### config.mk
export PLATFORM = sky130hd
export DESIGN_NAME = ntfs_data_run_decoder
export DESIGN_NICKNAME = d
export VERILOG_FILES = /design/src/rtl/ntfs_drd_pkg.sv /design/src/rtl/ntfs_drd_parser.sv /design/src/rtl/ntfs_drd_scale.sv /design/src/rtl/ntfs_data_run_decoder.sv
export SDC_FILE = /design/constraint.sdc
export NUM_CORES = 2
export LEC_CHECK = 0
export BUFFER_PORTS_ARGS = -buffer_cell sky130_fd_sc_hd__buf_2
export CAP_MARGIN = 20
export CORE_ASPECT_RATIO = 1.4
export CORE_MARGIN = 2
export CORE_UTILIZATION = 45
export DETAILED_ROUTE_END_ITERATION = 10
export GPL_TIMING_DRIVEN = 0
export SKIP_CTS_REPAIR_TIMING = 1
export SYNTH_ARGS = -nofsm -noshare
export SYNTH_HDL_FRONTEND = slang
export SYNTH_SLANG_ARGS = --single-unit
### constraint.sdc
create_clock -name clk_i -period 30.2 [get_ports clk_i]
set_input_delay 6.04 -clock clk_i [delete_from_list [all_inputs] [get_ports clk_i]]
set_output_delay 6.04 -clock clk_i [all_outputs]
set_load 0.005 [all_outputs]
### src/rtl/ntfs_drd_pkg.sv
// Shared types and constants for the NTFS data-run list decoder.
package ntfs_drd_pkg;

  localparam int unsigned RECORD_BYTES = 1024;
  localparam int unsigned RECORD_LOG2  = $clog2(RECORD_BYTES);

  localparam logic [7:0]  BYTE_MASK  = 8'hFF;
  localparam logic [63:0] ALL_ONES   = 64'hFFFF_FFFF_FFFF_FFFF;

  typedef enum logic [1:0] {
    KIND_RUN       = 2'd0,
    KIND_SPARSE    = 2'd1,
    KIND_END       = 2'd2,
    KIND_MALFORMED = 2'd3
  } kind_e;

  // One decoded event handed from the byte parser to the scaling stage.
  typedef struct packed {
    kind_e             kind;
    logic [63:0]       run_clusters;
    logic signed [63:0] start_cluster;
  } run_t;

endpackage

### src/rtl/ntfs_drd_parser.sv
// Byte-level parser of a data-run list: headers, length and offset fields, cluster sum.
module ntfs_drd_parser (
  input  logic                clk_i,
  input  logic                rst_ni,
  input  logic                in_valid_i,
  output logic                in_ready_o,
  input  logic [7:0]          run_byte_i,
  input  logic                list_start_i,
  output logic                run_valid_o,
  input  logic                run_ready_i,
  output ntfs_drd_pkg::run_t  run_o
);

  typedef enum logic [1:0] {
    PH_HEADER,
    PH_LENGTH,
    PH_OFFSET
  } phase_e;

  phase_e             phase_q, phase_d;
  logic [3:0]         len_size_q, len_size_d;
  logic [3:0]         off_size_q, off_size_d;
  logic [3:0]         idx_q, idx_d;
  logic [63:0]        len_acc_q, len_acc_d;
  logic [63:0]        off_acc_q, off_acc_d;
  logic [63:0]        clus_acc_q, clus_acc_d;
  logic               run_valid_q, run_valid_d;
  ntfs_drd_pkg::run_t run_q, run_d;

  logic               accept;
  phase_e             phase_eff;
  logic [63:0]        clus_eff;
  logic [63:0]        byte_placed;
  logic [63:0]        len_new;
  logic [63:0]        off_new;
  logic [63:0]        off_ext;
  logic [3:0]         idx_inc;
  logic [5:0]         sign_pos;
  logic [6:0]         ext_shift;
  logic [63:0]        clus_sum;
  logic [3:0]         hdr_len;
  logic [3:0]         hdr_off;

  assign in_ready_o  = !run_valid_q || run_ready_i;
  assign accept      = in_valid_i && in_ready_o;
  assign run_valid_o = run_valid_q;
  assign run_o       = run_q;

  always_comb begin
    phase_eff   = list_start_i ? PH_HEADER : phase_q;
    clus_eff    = list_start_i ? 64'd0 : clus_acc_q;
    byte_placed = {56'd0, run_byte_i & ntfs_drd_pkg::BYTE_MASK} << {idx_q[2:0], 3'b000};
    len_new     = len_acc_q | byte_placed;
    off_new     = off_acc_q | byte_placed;
    idx_inc     = idx_q + 4'd1;
    hdr_len     = run_byte_i[3:0];
    hdr_off     = run_byte_i[7:4];
    // Sign-extend the offset field from its top received byte.
    ext_shift   = {off_size_q, 3'b000};
    sign_pos    = 6'(ext_shift - 7'd1);
    off_ext     = off_new;
    if (off_size_q < 4'd8 && off_new[sign_pos]) begin
      off_ext = off_new | (ntfs_drd_pkg::ALL_ONES << ext_shift);
    end
    clus_sum    = clus_eff + off_ext;
  end

  always_comb begin
    phase_d     = phase_q;
    len_size_d  = len_size_q;
    off_size_d  = off_size_q;
    idx_d       = idx_q;
    len_acc_d   = len_acc_q;
    off_acc_d   = off_acc_q;
    clus_acc_d  = clus_acc_q;
    run_valid_d = run_valid_q && !run_ready_i;
    run_d       = run_q;
    if (accept) begin
      clus_acc_d = clus_eff;
      idx_d      = list_start_i ? 4'd0 : idx_q;
      phase_d    = phase_eff;
      case (phase_eff)
        PH_LENGTH: begin
          len_acc_d = len_new;
          idx_d     = idx_inc;
          if (idx_inc >= len_size_q) begin
            idx_d = 4'd0;
            if (off_size_q == 4'd0) begin
              phase_d                 = PH_HEADER;
              run_valid_d             = 1'b1;
              run_d.kind              = ntfs_drd_pkg::KIND_SPARSE;
              run_d.run_clusters      = len_new;
              run_d.start_cluster     = 64'sd0;
            end else begin
              phase_d = PH_OFFSET;
            end
          end
        end
        PH_OFFSET: begin
          off_acc_d = off_new;
          idx_d     = idx_inc;
          if (idx_inc >= off_size_q) begin
            phase_d             = PH_HEADER;
            idx_d               = 4'd0;
            clus_acc_d          = clus_sum;
            run_valid_d         = 1'b1;
            run_d.kind          = ntfs_drd_pkg::KIND_RUN;
            run_d.run_clusters  = len_acc_q;
            run_d.start_cluster = $signed(clus_sum);
          end
        end
        default: begin
          if (hdr_len == 4'd0 || hdr_len > 4'd8 || hdr_off > 4'd8) begin
            run_valid_d         = 1'b1;
            run_d.kind          = (hdr_len == 4'd0) ? ntfs_drd_pkg::KIND_END
                                                    : ntfs_drd_pkg::KIND_MALFORMED;
            run_d.run_clusters  = 64'd0;
            run_d.start_cluster = 64'sd0;
          end else begin
            len_size_d = hdr_len;
            off_size_d = hdr_off;
            idx_d      = 4'd0;
            len_acc_d  = 64'd0;
            off_acc_d  = 64'd0;
            phase_d    = PH_LENGTH;
          end
        end
      endcase
    end
  end

  always_ff @(posedge clk_i or negedge rst_ni) begin
    if (!rst_ni) begin
      phase_q     <= PH_HEADER;
      len_size_q  <= 4'd0;
      off_size_q  <= 4'd0;
      idx_q       <= 4'd0;
      len_acc_q   <= 64'd0;
      off_acc_q   <= 64'd0;
      clus_acc_q  <= 64'd0;
      run_valid_q <= 1'b0;
    end else begin
      phase_q     <= phase_d;
      len_size_q  <= len_size_d;
      off_size_q  <= off_size_d;
      idx_q       <= idx_d;
      len_acc_q   <= len_acc_d;
      off_acc_q   <= off_acc_d;
      clus_acc_q  <= clus_acc_d;
      run_valid_q <= run_valid_d;
    end
  end

  always_ff @(posedge clk_i) begin
    run_q <= run_d;
  end

endmodule

### src/rtl/ntfs_drd_scale.sv
// Converts clusters to bytes and records with saturating shifts, and holds the result register.
module ntfs_drd_scale (
  input  logic                clk_i,
  input  logic                rst_ni,
  input  logic [4:0]          cluster_shift_i,
  input  logic                run_valid_i,
  output logic                run_ready_o,
  input  ntfs_drd_pkg::run_t  run_i,
  output logic                out_valid_o,
  input  logic                out_ready_i,
  output logic [1:0]          kind_o,
  output logic [63:0]         run_clusters_o,
  output logic [63:0]         start_cluster_o,
  output logic [63:0]         start_byte_o,
  output logic [63:0]         record_count_o
);

  localparam logic [4:0] RecLog2 = 5'(ntfs_drd_pkg::RECORD_LOG2);

  function automatic logic [63:0] shl_sat(input logic [63:0] v, input logic [4:0] s);
    logic [63:0] shifted;
    begin
      shifted = v << s;
      shl_sat = ((shifted >> s) != v) ? ntfs_drd_pkg::ALL_ONES : shifted;
    end
  endfunction

  logic        out_valid_q;
  logic [1:0]  kind_q;
  logic [63:0] clusters_q, start_q, sbyte_q, recs_q;
  logic        load;
  logic [63:0] sbyte_d, recs_d;

  assign run_ready_o = !out_valid_q || out_ready_i;
  assign load        = run_valid_i && run_ready_o;

  always_comb begin
    sbyte_d = run_i.start_cluster[63] ? 64'd0
                                      : shl_sat(run_i.start_cluster, cluster_shift_i);
    // Records are whole when the cluster is at least one record, else a right shift.
    if (cluster_shift_i >= RecLog2) begin
      recs_d = shl_sat(run_i.run_clusters, cluster_shift_i - RecLog2);
    end else begin
      recs_d = run_i.run_clusters >> (RecLog2 - cluster_shift_i);
    end
  end

  always_ff @(posedge clk_i or negedge rst_ni) begin
    if (!rst_ni) begin
      out_valid_q <= 1'b0;
    end else if (run_ready_o) begin
      out_valid_q <= run_valid_i;
    end
  end

  always_ff @(posedge clk_i) begin
    if (load) begin
      kind_q     <= run_i.kind;
      clusters_q <= run_i.run_clusters;
      start_q    <= run_i.start_cluster;
      sbyte_q    <= sbyte_d;
      recs_q     <= recs_d;
    end
  end

  assign out_valid_o     = out_valid_q;
  assign kind_o          = kind_q;
  assign run_clusters_o  = clusters_q;
  assign start_cluster_o = start_q;
  assign start_byte_o    = sbyte_q;
  assign record_count_o  = recs_q;

endmodule

### src/rtl/ntfs_data_run_decoder.sv
// NTFS data-run list decoder: one list byte per request, one result per finished run,
// end marker or malformed header; a result is held in the parser register, then the result
// register. Throughput: one byte per cycle until both registers hold results and the
// output stalls; the two form an elastic two-stage pipeline.
// Reset: phase, sizes, accumulators and valids clear; cluster_shift returns to 12.
module ntfs_data_run_decoder (
  input  logic         clk_i,
  input  logic         rst_ni,
  input  logic         cfg_valid_i,
  output logic         cfg_ready_o,
  input  logic [4:0]   cfg_data_i,     // cluster_shift
  input  logic         s_axis_tvalid,
  output logic         s_axis_tready,
  input  logic [7:0]   s_axis_tdata,   // [7:0] run_byte
  input  logic [0:0]   s_axis_tuser,   // [0] list_start
  output logic         m_axis_tvalid,
  input  logic         m_axis_tready,
  // [63:0] run_clusters, [127:64] start_cluster, [191:128] start_byte,
  // [255:192] record_count
  output logic [255:0] m_axis_tdata,
  output logic [1:0]   m_axis_tuser    // [1:0] kind
);

  logic [4:0]         shift_q;
  logic               run_valid, run_ready;
  ntfs_drd_pkg::run_t run;
  logic [63:0]        clusters, start, sbyte, recs;

  assign cfg_ready_o = 1'b1;

  always_ff @(posedge clk_i or negedge rst_ni) begin
    if (!rst_ni) begin
      shift_q <= 5'd12;
    end else if (cfg_valid_i) begin
      shift_q <= cfg_data_i;
    end
  end

  ntfs_drd_parser u_parser (
    .clk_i        (clk_i),
    .rst_ni       (rst_ni),
    .in_valid_i   (s_axis_tvalid),
    .in_ready_o   (s_axis_tready),
    .run_byte_i   (s_axis_tdata),
    .list_start_i (s_axis_tuser[0]),
    .run_valid_o  (run_valid),
    .run_ready_i  (run_ready),
    .run_o        (run)
  );

  ntfs_drd_scale u_scale (
    .clk_i           (clk_i),
    .rst_ni          (rst_ni),
    .cluster_shift_i (shift_q),
    .run_valid_i     (run_valid),
    .run_ready_o     (run_ready),
    .run_i           (run),
    .out_valid_o     (m_axis_tvalid),
    .out_ready_i     (m_axis_tready),
    .kind_o          (m_axis_tuser),
    .run_clusters_o  (clusters),
    .start_cluster_o (start),
    .start_byte_o    (sbyte),
    .record_count_o  (recs)
  );

  assign m_axis_tdata = {recs, sbyte, start, clusters};

endmodule

# Word level (Yosys, flattened, before mapping)
# Cells that the tools add are included.
# word_totals
input_bits	19
wordCells	109
reg_bits	601
out_inout_bits	261
# op_classes
muxes	35
addsub	5
eq_ne	10
order_cmp	7
n_reduce_logical	20
shift	7
bitwise	7
# ops
cell	count
130-bit 2-to-1 mux	4
64-bit 2-to-1 mux	8
130-bit one-hot mux with 2 select lines	1
64-bit one-hot mux with 2 select lines	2
64-bit OR	3
64-bit by 5-bit >> shifter with 64-bit output	3
64-bit inequality test	2
64-bit by 5-bit << shifter with 64-bit output	2
64-bit adder	1
64-bit by 7-bit << shifter with 64-bit output (first input constant)	1
8-bit by 6-bit << shifter with 64-bit output	1
4-bit 2-to-1 mux	4
2-bit 2-to-1 mux	5
3-bit AND reduction	3
4-bit >= comparator	2
4-bit greater-than comparator (second input constant)	2
4-bit zero test	2
4-bit one-hot mux with 2 select lines	1
6-bit by 7-bit < comparator with 1-bit output (second input constant)	1
1-bit 2-to-1 mux	7
1-bit binary-select mux with 6-bit select	1
2-bit by 1-bit inequality test with 1-bit output (second input constant)	3
6-bit by 1-bit subtractor with 6-bit output (second input constant)	1
5-bit by 4-bit >= comparator with 1-bit output (second input constant)	1
other kinds (18)	30

# Depth between registers and ports, before layout
# logic_depth
depth_word	9
ltp_mapped	27
mapped_depth_nobuf	24

# Cells and area by module
# A second synthesis with hierarchy kept.
# unflattened
cells_unflattened	4448
area_unflattened_um2	42050.3
# modules_own_cells
mod	area_each_um2	instances	seq_area_each_um2	cells_each
ntfs_drd_scale	24123.1	1	7772.5	2565
ntfs_drd_parser	17732.0	1	9083.7	1871
ntfs_data_run_decoder	195.2	1	127.6	12

# Worst setup path after synthesis
# No wires, ideal clock.
# synth_path
path_kind	input to register
from	in s_axis_tdata[3]
to	reg u_parser.run_q (netlist bit u_parser.run_o[0]) (enable)
setup_ps	812
t_required_ps	29388
stages	5
setup_slack_ps	12817
arrival_time_ps	16571
n_path_buf	2
path_cell_list	clkbuf_1 -> or4_1 -> and3_1 -> clkbuf_1 -> a211oi_1
# synth_between
elab_chain_cells	5
word_cells_on_any_way	6
classes_between	order compare: 1; reduce/logical: 5
# synth_lines
element	line_no	source
start, declared	ntfs_data_run_decoder.sv:14	input logic [7:0] s_axis_tdata,
4-bit greater-than comparator or 4-bit zero test (tied branches)	ntfs_drd_parser.sv:113	if (hdr_len == 4'd0 || hdr_len > 4'd8 || hdr_off > 4'd8) begin
1-bit logical OR (*) (2 in a row)	ntfs_drd_parser.sv:113	
3-bit nonzero test (no source line) (*)	-	
5-bit AND reduction (no source line) (*)	-	
end signal, assigned	ntfs_drd_parser.sv:155	run_q <= run_d;
end, declared	ntfs_drd_parser.sv:28	ntfs_drd_pkg::run_t run_q, run_d;
# Every way passes the cells marked *; elsewhere a longest branch is shown, timed or not.
# A chain may end at the register's enable or synchronous reset.

# Final worst setup path
# layout_path
from	in m_axis_tready
to	out s_axis_tready
# layout_between
elab_chain_cells	2
# layout_lines
element	line_no	source
start, declared	ntfs_data_run_decoder.sv:17	input logic m_axis_tready,
1-bit logical OR	ntfs_drd_scale.sv:34	assign run_ready_o = !out_valid_q || out_ready_i;
1-bit logical OR	ntfs_drd_parser.sv:44	assign in_ready_o = !run_valid_q || run_ready_i;
end, declared	ntfs_data_run_decoder.sv:13	output logic s_axis_tready,
# No other way between the ends.

==> impl_metrics.tcl <==
set metrics [dict create \
    run_status "finished clean" \
    detailroute.via_count 38600 \
    worst_path_max_delay_cell "nand3b_1" \
    layout.cells.most_common_list "nor2_1 (454), edfxtp_1 (388), nand2_1 (374), buf_2 (307), clkbuf_1 (281)" \
    postRouteAntennaNets 0 \
    instances_no_fill 5732 \
    worst_pin_slew_ns 1.21 \
    cts_inserted_buffers 58 \
    synth_async_sr_flop_share_pct 35.4 \
    worst_path_largest_cell_delay_ns 0.20 \
    setup.worst_path.class "primary input to primary output" \
    worstPathMaxFanout 4 \
    effective_utilization_at_floorplan_pct 45.2 \
    power.static_leakage_nw 18.7 \
    detailedRoute.firstIterationViolations 4847 \
    power_report.internal_total_mw 1.88 \
    design.core.area_um2 92200 \
    net_sw_share_pct 42.8 \
    synth.lib_cells_used.distinct 92 \
    chipWidth_um 261 \
    fin_max_slew_vios 0 \
    synth_seq_cells 601 \
    peakVddDrop_mv 0.0573 \
    buffer_ports.inserted 269 \
    overflow 0 \
    final.period_utilization_pct 41.5 \
    crit_path_cell_trace "buf_2 > nand3b_1 > buf_2" \
    min_delay_path_depth 0 \
    cp_common_cell "buf_2" \
    root_buffer "clkbuf_16" \
    worst_slew_margin_relative_to_its_limit_pct 18.9 \
    timing.max_cap.violations 0 \
    postSynthAreaPerCell_um2 10.1 \
    syn_nets 4222 \
    ctsHtreeMaxLevel 2 \
    final_common_cell "nor2_1" \
    fraction_of_power_consumed_by_combinational_cells_pct 43.7 \
    clock_insertion_delay_worst_skew_ns 0.70 \
    cts_tree "built" \
    yosysWarnings 0 \
    drc 0 \
    yosysSeqAreaShare_pct 40.8 \
    sum_of_net_half_perimeters_after_detailed_placement_um 153000 \
    hold_path.class "flop to flop" \
    ys_dominant_reg_cell "edfxtp_1" \
    floorplan.die_area_um2 95000 \
    fmax_ghz 0.0797 \
    ff2ff_path_depth 27 \
    finalPower_mw 3.28 \
    power-per-cell-area_nw_per_um2 70.0 \
    clock_power_share_pct 23.1 \
    synth_area_um2 41600 \
    met3_wirelength_um 18100 \
    dr_wl_met2_um 88700 \
    areaGrowthSynthToFinish_pct 12.6 \
    routed_wl_um 196000 \
    grt_max_degree 83 \
    global_route_wire_length_before_repair_um 275000 \
    post-route-min-period_ns 12.55 \
    die_h_um 364 \
    whs_ns 0.439 \
    timing.clock.skew_ns 0.0483 \
    std_cell_rows 132 \
    power.net_switching_mw 1.40 \
    startpoint "m_axis_tready" \
    data_required_time_at_the_worst_endpoint_ns 24.16 \
    crit_path_start_kind "primary input" \
    routedWlPerCell_um 34.2 \
    postSynthCellCount 4119 \
    boundaryPins 280 \
    number_of_search_and_repair_iterations_in_the_first_detailed_routing_pass 9 \
    launch_point_of_the_worst_reg_to_reg_path "shift_q[1]" \
    first_global_vias 37300 \
    topRoutingLayerUsed "met5" \
    capturing_element_type_of_the_critical_path "primary output" \
    globalplace.congestion 1.04 \
    vias_per_cell 6.74 \
    ctsLongestPathBuffers 3 \
    clock-sinks 601 \
    hold_viol 0 \
    nets 4577 \
    synth-edff-count 388 \
    layout-drive-gt1-share_pct 16.5 \
    layout.core_utilization_pct 50.9 \
    setup_total_negative_slack_ns 0 \
    grt_antenna_before_repair 18 \
    hp-start "u_parser.run_o[129]" \
    metal1_wirelength_um 72300 \
    setup_viol 0 \
    rsz0062_at_grt "false" \
    clkSlewWorstSetupHoldPaths_ns 0.06 \
    sequential_share_of_power_pct 33.1 \
    dpl.cell_count 5616 \
    critical_path_arrival_ns 6.51 \
    grt_usage_pct 40.6 \
]
==> sequential cells by signal (all words and copies together), names as in the netlist <==
| name | cells |
|---|---|
| u_parser.off_size_q | 4 |
| u_parser.off_acc_q | 64 |
| u_parser.len_acc_q | 64 |
| u_scale.start_byte_o | 64 |
| u_parser.run_valid_o | 1 |
| u_parser.phase_q | 2 |
| shift_q | 5 |
| u_scale.run_clusters_o | 64 |
| u_parser.idx_q | 4 |
| u_parser.len_size_q | 4 |
| u_scale.start_cluster_o | 64 |
| u_parser.run_o | 130 |
| u_parser.clus_acc_q | 64 |
| u_scale.record_count_o | 64 |
| u_scale.kind_o | 2 |
| u_scale.out_valid_o | 1 |
==> power groups by stage <==
stage | Sequential, mW | Combinational [mW] | Clock, mW
after detailed placement | 1.10 | 1.38 | 0
after global placement | 1.14 | 1.37 | 0
after CTS | 1.08 | 1.38 | 0.767
final | 1.09 | 1.44 | 0.759
after global routing | 1.09 | 1.49 | 0.795
after floorplan | 1.08 | 0.815 | 0
==> cells in the mapped netlist (48+ instances only) <==
cell / count / area [um2]
clkbuf_1: 271 / 1020
mux2i_1: 244 / 2440
inv_1: 55 / 206
a32o_1: 63 / 631
nand2_1: 374 / 1400
a21o_1: 59 / 443
a31oi_1: 152 / 951
mux4_2: 169 / 3810
buf_1: 55 / 206
mux2_2: 60 / 676
nor3_1: 48 / 240
nor2b_1: 88 / 551
o21ai_0: 238 / 1190
a22oi_1: 78 / 586
a21oi_1: 277 / 1390
dfrtp_1: 211 / 5280
nor2_1: 455 / 1710
ha_1: 83 / 1040
edfxtp_1: 388 / 11700
==> metrics by stage <==
stage | setup slack [ns] | area [um2]
4_1_cts | 17.65 | 46800
5_1_grt | 17.61 | 46900
6_report | 17.65 | 46900
2_1_floorplan | 12.82 | 41600
3_3_place_gp | 7.41 | 44500
3_5_place_dp | 17.66 | 44900
==> area by class of cell <==
| class | count | area (um2) |
|---|---|---|
| Sequential cell | 601 | 17000 |
| Clock buffer | 69 | 1500 |
| Antenna cell | 4 | 10.0 |
| Tap cell | 1206 | 1510 |
| Inverter | 57 | 214 |
| Clock inverter | 39 | 448 |
| Multi-Input combinational cell | 3060 | 22700 |
| Timing Repair Buffer | 295 | 1750 |
| Fill cell | 8644 | 45300 |
| Buffer | 401 | 1790 |
==> critical path: cells and delay by family <==
kind                   cells  cell delay, ns
buffers and inverters      2            0.27
and+or+nand+nor            1            0.20
==> path summary, 6_finish.rpt <==
path / endpoint / slack [ns]
worst max register to register: u_scale.record_count_o[13] / 18.91
worst min register to register: u_scale.kind_o[1] / 0.44
worst min-delay path: u_scale.kind_o[1] / 0.44
worst max-delay path: s_axis_tready / 17.65
min in group asynchronous: u_parser.len_acc_q[8] / 5.29
max in group asynchronous: u_parser.clus_acc_q[40] / 23.68
==> kinds of logic after synthesis <==
kind of cell | count (synthesis) | share of synthesized area [%]
DFF | 601 | 40.8
other | 1 | 0.00901
muxes | 490 | 17.7
xor gates and xnor gates | 72 | 1.53
adders and majority gates | 84 | 2.54
AOI/OAI and AO/OA | 1233 | 20.0
buffers and inverters | 458 | 4.82
and+or+nand+nor | 1180 | 12.7
==> routing by layer <==
layer / up-vias / GRT usage, %
met1: 19000 / 50.1
met3: 626 / 8.21
li1: 16400 / -
met2: 2538 / 63.9
met4: 14 / 28.0
met5: - / 0
Power figures use the tool's default switching activity.
